`src/sv/assert_macros.svh`:
```
// Assertion macros used by the even and prime counter datapath.
`ifndef ASSERT_MACROS_SVH
`define ASSERT_MACROS_SVH

// Checked only while out of reset.
`define EPC_ASSERT(lbl, prop, msg) \
    lbl: assert property (@(posedge aclk) disable iff (!aresetn) prop) \
        else $error(msg);

// Checked on every clock edge, reset included.
`define EPC_ASSERT_ALWAYS(lbl, prop, msg) \
    lbl: assert property (@(posedge aclk) prop) \
        else $error(msg);

`endif

```
`src/sv/epc_pkg.sv`:
```
// Shared types and constants for the even and prime counter.
package epc_pkg;

    localparam int VALUE_W          = 32;
    localparam int COUNT_W          = 15;
    localparam int COUNT_MAX        = 2**COUNT_W - 1;
    localparam int MAX_ELEMENTS_DEF = 16384;

    // Trial divisors are odd and stay below 2^16 (sqrt of 2^31 is about 46341).
    localparam int DIVISOR_W = 16;
    localparam int DSQ_W     = 32;
    // One restoring step per dividend bit; the sign bit is never divided.
    localparam int DIV_STEPS = VALUE_W - 1;
    localparam int STEP_W    = $clog2(DIV_STEPS);

    typedef enum logic [2:0] {
        ST_IDLE,
        ST_CHECK,
        ST_TEST,
        ST_DIV,
        ST_REM,
        ST_DONE
    } epc_state_t;

    // Controller to datapath.
    typedef struct packed {
        logic load;       // capture the accepted request
        logic init_div;   // first trial divisor: 3
        logic start_div;  // begin remainder of value by divisor
        logic div_step;   // one restoring division step
        logic next_div;   // advance to the next odd divisor
        logic commit;     // write the result register, update counts
        logic prime;      // primality verdict carried with commit
    } epc_cmd_t;

    // Datapath to controller.
    typedef struct packed {
        logic below_two;  // negative, zero or one
        logic below_four; // with below_two clear: two or three
        logic even;
        logic dsq_over;   // divisor squared exceeds value
        logic rem_zero;
        logic last_step;
        logic out_free;   // result register can take a new result
    } epc_status_t;

endpackage

```
`src/sv/epc_datapath.sv`:
```
// Datapath: request capture, shared remainder unit, counters and result register.
`include "assert_macros.svh"

module epc_datapath #(
    parameter int MAX_ELEMENTS = epc_pkg::MAX_ELEMENTS_DEF
) (
    input  logic                                aclk,
    input  logic                                aresetn,
    input  epc_pkg::epc_cmd_t                   cmd,
    output epc_pkg::epc_status_t                status,
    input  logic signed [epc_pkg::VALUE_W-1:0]  s_value,
    input  logic                                s_last,
    output logic                                m_valid,
    input  logic                                m_ready,
    output logic                                m_is_even,
    output logic                                m_is_prime,
    output logic        [epc_pkg::COUNT_W-1:0]  m_even_count,
    output logic        [epc_pkg::COUNT_W-1:0]  m_prime_count,
    output logic                                m_end_of_matrix
);
    import epc_pkg::*;

    localparam int LimitInt = (MAX_ELEMENTS > COUNT_MAX) ? COUNT_MAX : MAX_ELEMENTS;
    localparam logic [COUNT_W-1:0] COUNT_LIMIT = COUNT_W'(LimitInt);

    logic [VALUE_W-1:0]   value_reg;
    logic                 last_reg;
    logic [DIVISOR_W-1:0] divisor_reg;
    logic [DSQ_W-1:0]     dsq_reg;
    logic [DIVISOR_W-1:0] rem_reg;
    logic [DIVISOR_W-1:0] rem_next;
    logic [VALUE_W-2:0]   shf_reg;
    logic [STEP_W-1:0]    step_reg;
    logic [DIVISOR_W:0]   trial;

    logic [COUNT_W-1:0]   evens_reg;
    logic [COUNT_W-1:0]   primes_reg;
    logic [COUNT_W-1:0]   evens_next;
    logic [COUNT_W-1:0]   primes_next;

    logic                 m_valid_reg;
    logic                 m_is_even_reg;
    logic                 m_is_prime_reg;
    logic [COUNT_W-1:0]   m_even_count_reg;
    logic [COUNT_W-1:0]   m_prime_count_reg;
    logic                 m_end_reg;

    // Status toward the controller
    always_comb begin
        status.below_two  = value_reg[VALUE_W-1] || (value_reg[VALUE_W-2:1] == '0);
        status.below_four = (value_reg[VALUE_W-2:2] == '0);
        status.even       = !value_reg[0];
        status.dsq_over   = dsq_reg > {1'b0, value_reg[VALUE_W-2:0]};
        status.rem_zero   = (rem_reg == '0);
        status.last_step  = (step_reg == STEP_W'(DIV_STEPS - 1));
        status.out_free   = !m_valid_reg || m_ready;
    end

    // Restoring step: remainder stays below the divisor
    always_comb begin
        trial = {rem_reg, shf_reg[VALUE_W-2]};
        if (trial >= {1'b0, divisor_reg}) begin
            rem_next = DIVISOR_W'(trial - {1'b0, divisor_reg});
        end else begin
            rem_next = trial[DIVISOR_W-1:0];
        end
    end

    // Saturating counts including the current element
    always_comb begin
        evens_next  = evens_reg;
        primes_next = primes_reg;
        if (!value_reg[0]) begin
            evens_next = (evens_reg >= COUNT_LIMIT) ? COUNT_LIMIT : evens_reg + 1'b1;
        end
        if (cmd.prime) begin
            primes_next = (primes_reg >= COUNT_LIMIT) ? COUNT_LIMIT : primes_reg + 1'b1;
        end
    end

    always_ff @(posedge aclk) begin
        if (cmd.load) begin
            value_reg <= s_value;
            last_reg  <= s_last;
        end
        if (cmd.init_div) begin
            divisor_reg <= DIVISOR_W'(3);
            dsq_reg     <= DSQ_W'(9);
        end else if (cmd.next_div) begin
            divisor_reg <= divisor_reg + DIVISOR_W'(2);
            dsq_reg     <= dsq_reg + DSQ_W'({divisor_reg, 2'b00}) + DSQ_W'(4);
        end
        if (cmd.start_div) begin
            rem_reg  <= '0;
            shf_reg  <= value_reg[VALUE_W-2:0];
            step_reg <= '0;
        end else if (cmd.div_step) begin
            rem_reg  <= rem_next;
            shf_reg  <= {shf_reg[VALUE_W-3:0], 1'b0};
            step_reg <= step_reg + 1'b1;
        end
        if (cmd.commit) begin
            m_is_even_reg     <= !value_reg[0];
            m_is_prime_reg    <= cmd.prime;
            m_even_count_reg  <= evens_next;
            m_prime_count_reg <= primes_next;
            m_end_reg         <= last_reg;
        end
    end

    always_ff @(posedge aclk) begin
        if (!aresetn) begin
            evens_reg   <= '0;
            primes_reg  <= '0;
            m_valid_reg <= 1'b0;
        end else begin
            if (cmd.commit) begin
                evens_reg  <= last_reg ? '0 : evens_next;
                primes_reg <= last_reg ? '0 : primes_next;
            end
            if (cmd.commit) begin
                m_valid_reg <= 1'b1;
            end else if (m_ready) begin
                m_valid_reg <= 1'b0;
            end
        end
    end

    assign m_valid         = m_valid_reg;
    assign m_is_even       = m_is_even_reg;
    assign m_is_prime      = m_is_prime_reg;
    assign m_even_count    = m_even_count_reg;
    assign m_prime_count   = m_prime_count_reg;
    assign m_end_of_matrix = m_end_reg;

    `EPC_ASSERT(a_commit_slot_free, cmd.commit |-> (!m_valid_reg || m_ready), "commit over a pending result")
    `EPC_ASSERT(a_rem_below_div, cmd.div_step |=> (rem_reg < divisor_reg), "remainder not below divisor")
    `EPC_ASSERT(a_divisor_odd, (cmd.next_div || cmd.init_div) |=> divisor_reg[0], "even trial divisor")
    `EPC_ASSERT(a_count_limit, m_valid_reg |-> (m_even_count <= COUNT_LIMIT && m_prime_count <= COUNT_LIMIT), "count above limit")

endmodule

```
`src/sv/epc_controller.sv`:
```
// Controller: sequences the trial division for one request at a time.
module epc_controller (
    input  logic                 aclk,
    input  logic                 aresetn,
    input  logic                 s_valid,
    output logic                 s_ready,
    input  epc_pkg::epc_status_t status,
    output epc_pkg::epc_cmd_t    cmd
);
    import epc_pkg::*;

    epc_state_t state_reg;
    epc_state_t state_next;
    logic       prime_reg;
    logic       prime_next;

    always_ff @(posedge aclk) begin
        if (!aresetn) begin
            state_reg <= ST_IDLE;
            prime_reg <= 1'b0;
        end else begin
            state_reg <= state_next;
            prime_reg <= prime_next;
        end
    end

    always_comb begin
        state_next = state_reg;
        prime_next = prime_reg;
        cmd        = '0;
        cmd.prime  = prime_reg;
        s_ready    = 1'b0;
        case (state_reg)
            ST_IDLE: begin
                s_ready = 1'b1;
                if (s_valid) begin
                    cmd.load   = 1'b1;
                    state_next = ST_CHECK;
                end
            end
            ST_CHECK: begin
                if (status.below_two) begin
                    prime_next = 1'b0;
                    state_next = ST_DONE;
                end else if (status.below_four) begin
                    prime_next = 1'b1;
                    state_next = ST_DONE;
                end else if (status.even) begin
                    prime_next = 1'b0;
                    state_next = ST_DONE;
                end else begin
                    cmd.init_div = 1'b1;
                    state_next   = ST_TEST;
                end
            end
            ST_TEST: begin
                if (status.dsq_over) begin
                    prime_next = 1'b1;
                    state_next = ST_DONE;
                end else begin
                    cmd.start_div = 1'b1;
                    state_next    = ST_DIV;
                end
            end
            ST_DIV: begin
                cmd.div_step = 1'b1;
                if (status.last_step) begin
                    state_next = ST_REM;
                end
            end
            ST_REM: begin
                if (status.rem_zero) begin
                    prime_next = 1'b0;
                    state_next = ST_DONE;
                end else begin
                    cmd.next_div = 1'b1;
                    state_next   = ST_TEST;
                end
            end
            ST_DONE: begin
                if (status.out_free) begin
                    cmd.commit = 1'b1;
                    state_next = ST_IDLE;
                end
            end
            default: begin
                state_next = ST_IDLE;
            end
        endcase
    end

endmodule

```
`src/sv/even_and_prime_counter_core.sv`:
```
// Top level of the even and prime counter: controller plus datapath.
//
// Input channel s_*: one request per matrix element, a signed 32-bit value
// and a last flag. Result channel m_*: one result per request, in order,
// with the even and prime flags, the running saturating counts of this
// matrix including the element, and end_of_matrix (copy of last).
// Counts clear after the result of a last element.
//
// Negative, zero, one, two, three and even values go from the check state
// to the done state; the next request is taken once the controller is idle.
// An odd value v >= 5 is divided by 3, 5, 7 and on by odd divisors up to
// sqrt(v), stopping at the first that divides it; each trial divisor takes
// a bound test, 31 division steps in the shared bit-serial remainder unit
// and a remainder test. Worst case, a prime near 2^31: about 23170 divisors.
// One request is in work at a time; s_ready is high only while idle.
//
// Result register: a finished result waits there while m_ready is low; the
// next request is accepted and worked on meanwhile, and only its commit
// waits for the register to empty. Reset (aresetn, synchronous, active low)
// clears the counts, the result valid and the controller.
module even_and_prime_counter_core #(
    parameter int MAX_ELEMENTS = epc_pkg::MAX_ELEMENTS_DEF
) (
    input  logic                                aclk,
    input  logic                                aresetn,
    input  logic                                s_valid,
    output logic                                s_ready,
    input  logic signed [epc_pkg::VALUE_W-1:0]  s_value,
    input  logic                                s_last,
    output logic                                m_valid,
    input  logic                                m_ready,
    output logic                                m_is_even,
    output logic                                m_is_prime,
    output logic        [epc_pkg::COUNT_W-1:0]  m_even_count,
    output logic        [epc_pkg::COUNT_W-1:0]  m_prime_count,
    output logic                                m_end_of_matrix
);
    import epc_pkg::*;

    epc_cmd_t    cmd;
    epc_status_t status;

    // Sequencer: accepts a request, then walks the trial divisors
    epc_controller u_ctrl (
        .aclk    (aclk),
        .aresetn (aresetn),
        .s_valid (s_valid),
        .s_ready (s_ready),
        .status  (status),
        .cmd     (cmd)
    );

    // Value capture, remainder unit, counters, result register
    epc_datapath #(
        .MAX_ELEMENTS (MAX_ELEMENTS)
    ) u_dp (
        .aclk            (aclk),
        .aresetn         (aresetn),
        .cmd             (cmd),
        .status          (status),
        .s_value         (s_value),
        .s_last          (s_last),
        .m_valid         (m_valid),
        .m_ready         (m_ready),
        .m_is_even       (m_is_even),
        .m_is_prime      (m_is_prime),
        .m_even_count    (m_even_count),
        .m_prime_count   (m_prime_count),
        .m_end_of_matrix (m_end_of_matrix)
    );

endmodule
```
`config.mk`:
```
export PLATFORM = sky130hd
export DESIGN_NAME = even_and_prime_counter_core
export DESIGN_NICKNAME = d
export VERILOG_FILES = /design/src/sv/epc_pkg.sv /design/src/sv/epc_datapath.sv /design/src/sv/epc_controller.sv /design/src/sv/even_and_prime_counter_core.sv
export VERILOG_INCLUDE_DIRS = /design/src /design/src/sv
export SDC_FILE = /design/constraint.sdc
export NUM_CORES = 1
export LEC_CHECK = 0
export ABC_AREA = 0
export BUFFER_PORTS_ARGS = -buffer_cell sky130_fd_sc_hd__clkbuf_2
export CORE_AREA = 2 2 137 139
export DETAILED_ROUTE_END_ITERATION = 10
export DIE_AREA = 0 0 139 141
export GPL_TIMING_DRIVEN = 0
export PLACE_DENSITY = 0.8
export SLEW_MARGIN = 20
export SYNTH_ARGS = -nofsm -noshare
export SYNTH_HDL_FRONTEND = slang
export SYNTH_SLANG_ARGS = --single-unit
```
`constraint.sdc`:
```
create_clock -name aclk -period 3.8 [get_ports aclk]
set_input_delay 0 -clock aclk [delete_from_list [all_inputs] [get_ports aclk]]
set_output_delay 0 -clock aclk [all_outputs]
set_load 0.1 [all_outputs]
```
==> results.sh <==
export IMPL_outcome="complete, no violations"
export IMPL_intPower_mw=5.22
export IMPL_gp_congestion=0.895
export IMPL_synthFlopType="dfxtp_1"
export IMPL_start_kind="flip-flop"
export IMPL_worst_pin_slew_ps=825
export IMPL_crit_type="flip-flop to flip-flop"
export IMPL_worst_slack_ps=203
export IMPL_max_freq_mhz=278
export IMPL_synth_nets=1175
export IMPL_cts_root_buf="clkbuf_16"
export IMPL_area_delta_synth_final_pct=15.3
export IMPL_max_stage_delay_ps=540
export IMPL_post_place_ws_ps=169
export IMPL_grt_usage_pct=25.0
export IMPL_antenna_found_initial=0
export IMPL_clkTransAtPathRegs_ps=70
export IMPL_wl_met1_um=10500
export IMPL_slowest_stage="or4b_4"
export IMPL_ys_ff_latch=197
export IMPL_dp_cells=1361
export IMPL_cts_tree="built"
export IMPL_cts_buffer_depth=2
export IMPL_fin_crit_sh_pct=94.7
export IMPL_cp_buffers_inverters=4
export IMPL_h_tree_depth=4
export IMPL_power_frac_seq_pct=34.2
export IMPL_async_flop_share_pct=0
export IMPL_comb_power_share_pct=45.6
export IMPL_synth_cell_types=68
export IMPL_setup_tns_ps=0
export IMPL_synth_top_family_by_area="simple AND/OR/NAND/NOR gates"
export IMPL_io_pins=72
export IMPL_netSwitchingFraction_pct=41.4
export IMPL_met3WireLength_um=1190
export IMPL_rsz0062_at_grt="false"
export IMPL_dieArea_um2=19600
export IMPL_fin_util_pct=67.2
export IMPL_worst_ep_arrival_time_ps=3920
export IMPL_drt_iter0_markers=514
export IMPL_drv_cap=0
export IMPL_relSlewSlack_pct=44.7
export IMPL_fp_dieW_um=139
export IMPL_netlist_instances=1055
export IMPL_synth_area_um2=10600
export IMPL_cts_buffers=17
export IMPL_dr_total_vias=8547
export IMPL_dp_final_hpwl_um=17100
export IMPL_power_leakage_nw=5.10
export IMPL_synthXorXnorAreaFrac_pct=4.44
export IMPL_power_frac_clock_pct=20.2
export IMPL_path_cells="inv_1 > ha_1 > inv_1 > ha_1 > inv_1 > fa_1 > and2b_1 > o2111ai_1 > and3_4 > or4b_4 > a311oi_4 > buf_4 > o2111ai_1 > mux2i_1"
export IMPL_top_layer="met4"
export IMPL_cp_max_fo=7
export IMPL_drive_gt1_share_pct=13.7
export IMPL_power_total_mw=8.90
export IMPL_clk_latency_ps=440
export IMPL_wl_per_cell_um=17.0
export IMPL_layout_nets=1302
export IMPL_fin_crit_ps=3600
export IMPL_overflow=0
export IMPL_start_util_pct=58.3
export IMPL_wl_met2_um=12100
export IMPL_cp_top_family="simple AND/OR/NAND/NOR gates"
export IMPL_ant_nets=0
export IMPL_grt_pass1_wl_um=39900
export IMPL_grt_pass1_vias=8230
export IMPL_crit_path_frequent_cell="inv_1"
export IMPL_power_density_nw_per_um2=725
export IMPL_synth_edff_count=97
export IMPL_vdd_ir_drop_max_mv=0.438
export IMPL_hp_class="input port to flip-flop"
export IMPL_cts_sinks=197
export IMPL_avgSynthCellArea_um2=10.1
export IMPL_drt_wl_total_um=24300
export IMPL_synth_adder_area_share_pct=9.90
export IMPL_largest_reg_flops=32
export IMPL_yosysWarnings=0
export IMPL_num_rows=50
export IMPL_port_buffers=71
export IMPL_drc_errors=0
export IMPL_firstDrtPassIters=7
export IMPL_end_kind="flip-flop"
export IMPL_viasPerCell=5.98
export IMPL_fin_skew_ps=10.8
export IMPL_ys_seq_area_share_pct=46.2
export IMPL_chipHeight_um=141
export IMPL_switching_power_mw=3.68
export IMPL_yosys_area_share_simple_pct=17.6
export IMPL_finalSetupViolations=0
export IMPL_coreArea_um2=18300
export IMPL_grt_max_degree=38
export IMPL_synth_compound_area_share_pct=13.3
export IMPL_finalNonFillerCells=1429
export IMPL_hold_violations=0
export IMPL_cp_data_required_time_ps=4130
export IMPL_slew_violations=0
export IMPL_n_antenna_cell=0
export IMPL_synth_mux_area_share_pct=4.77
cell type report:
type	instances	area (um2)
clock inverter	15	169
clock buffer	17	425
timing repair buffer	108	733
buffer	33	150
multi-input combinational	757	5340
sequential	197	4920
inverter	68	255
tap	234	293
fill	1384	5990
synthesized netlist by cell type (5+ instances only):
library cell	count	share of area, %
buf_2	6	0.28
ha_1	81	9.5
o22ai_1	12	0.71
nand4_1	29	1.7
a22oi_1	24	1.7
xnor2_1	32	2.6
buf_4	5	0.35
nor2b_1	36	2.1
nor3_1	26	1.2
and4_1	6	0.49
inv_1	68	2.4
and2_1	7	0.41
edfxtp_1	97	27
a31oi_1	9	0.53
o21ai_0	35	1.6
nand3_1	31	1.5
o211ai_1	11	0.78
xor2_1	22	1.8
a211oi_1	11	0.78
nor4_1	18	1.1
nand2b_1	8	0.47
a21oi_1	51	2.4
nor2_1	75	2.6
dfxtp_1	100	19
o21a_1	5	0.35
and3_1	10	0.59
mux2_2	30	3.2
clkbuf_1	22	0.78
or3_1	12	0.71
a21o_1	17	1.2
nand2_1	83	2.9
mux2i_1	17	1.6
worst paths after layout:
check	end	start	slack (ps)	cells after the start
worst max-delay path	u_dp.dsq_reg[30]	u_dp.divisor_reg[1]	200	14
worst min-delay path	u_ctrl.state_reg[0]	s_valid	90	5
worst max register to register	u_dp.dsq_reg[30]	u_dp.divisor_reg[1]	200	14
worst min register to register	u_dp.dsq_reg[31]	u_dp.dsq_reg[31]	490	2
through the flow:
stage	area (um2)	hold slack [ps]
after floorplan	10600	98.9
after global placement	11300	177
after detailed placement	11300	179
after CTS	12300	75.0
after global routing	12300	142
final	12300	87.8
metal layers:
metal,vias up,GRT usage (%)
met5,-,0
met4,0,8.67
met3,40,4.25
met2,259,43.9
met1,4117,31.2
li1,4131,-
repair_timing:
action                                  in CTS  in global routing
setup buffers                                0                  1
hold buffers                                35                  0
endpoints found under the setup margin       0                  3
gates resized for setup                      0                  1
hold endpoints to repair                    36                  0
worst reg2reg max path: stages (launching register included):
cell and delay, ps:
dfxtp_2 420, inv_1 150, ha_1 230, inv_1 70, ha_1 210, inv_1 70, fa_1 370, and2b_1 250
o2111ai_1 160, and3_4 230, or4b_4 550, a311oi_4 290, buf_4 190, o2111ai_1 150, mux2i_1 160
cells in the final DEF (no fill, tap or decap), types with 11 or more instances in the layout:
cell	synthesis	routed
nor4_1	18	18
xnor2_1	32	32
o211ai_1	11	11
a22oi_1	24	24
o22ai_1	12	12
dlygate4sd3_1	0	35
inv_1	68	66
nand3_1	31	31
clkbuf_1	22	22
nor2_1	75	75
ha_1	81	81
xor2_1	22	22
nand2_1	83	83
a211oi_1	11	11
nor2b_1	36	36
a21o_1	17	17
or3_1	12	12
clkbuf_2	0	71
clkbuf_16	0	17
nor3_1	26	24
a21oi_1	51	51
dfxtp_1	100	99
edfxtp_1	97	97
mux2_2	30	30
o21ai_0	35	35
nand4_1	29	29
mux2i_1	17	17
power groups by stage:
stage                     sequential (mW)  clock (mW)  combinational [mW]
final                                3.04        1.80                4.06
after global routing                 3.08        1.88                4.43
after CTS                            3.03        1.81                4.00
after detailed placement             3.07           0                3.94
after global placement               3.07           0                3.83
after floorplan                      3.04           0                3.00
kinds of logic after synthesis:
family / count (synthesis)
xor+xnor: 54
buf+inv: 101
flops: 197
compound gates: 211
fa+ha+maj: 83
mux: 47
simple gates: 362
No activity file was read; power rests on OpenSTA's default activity.
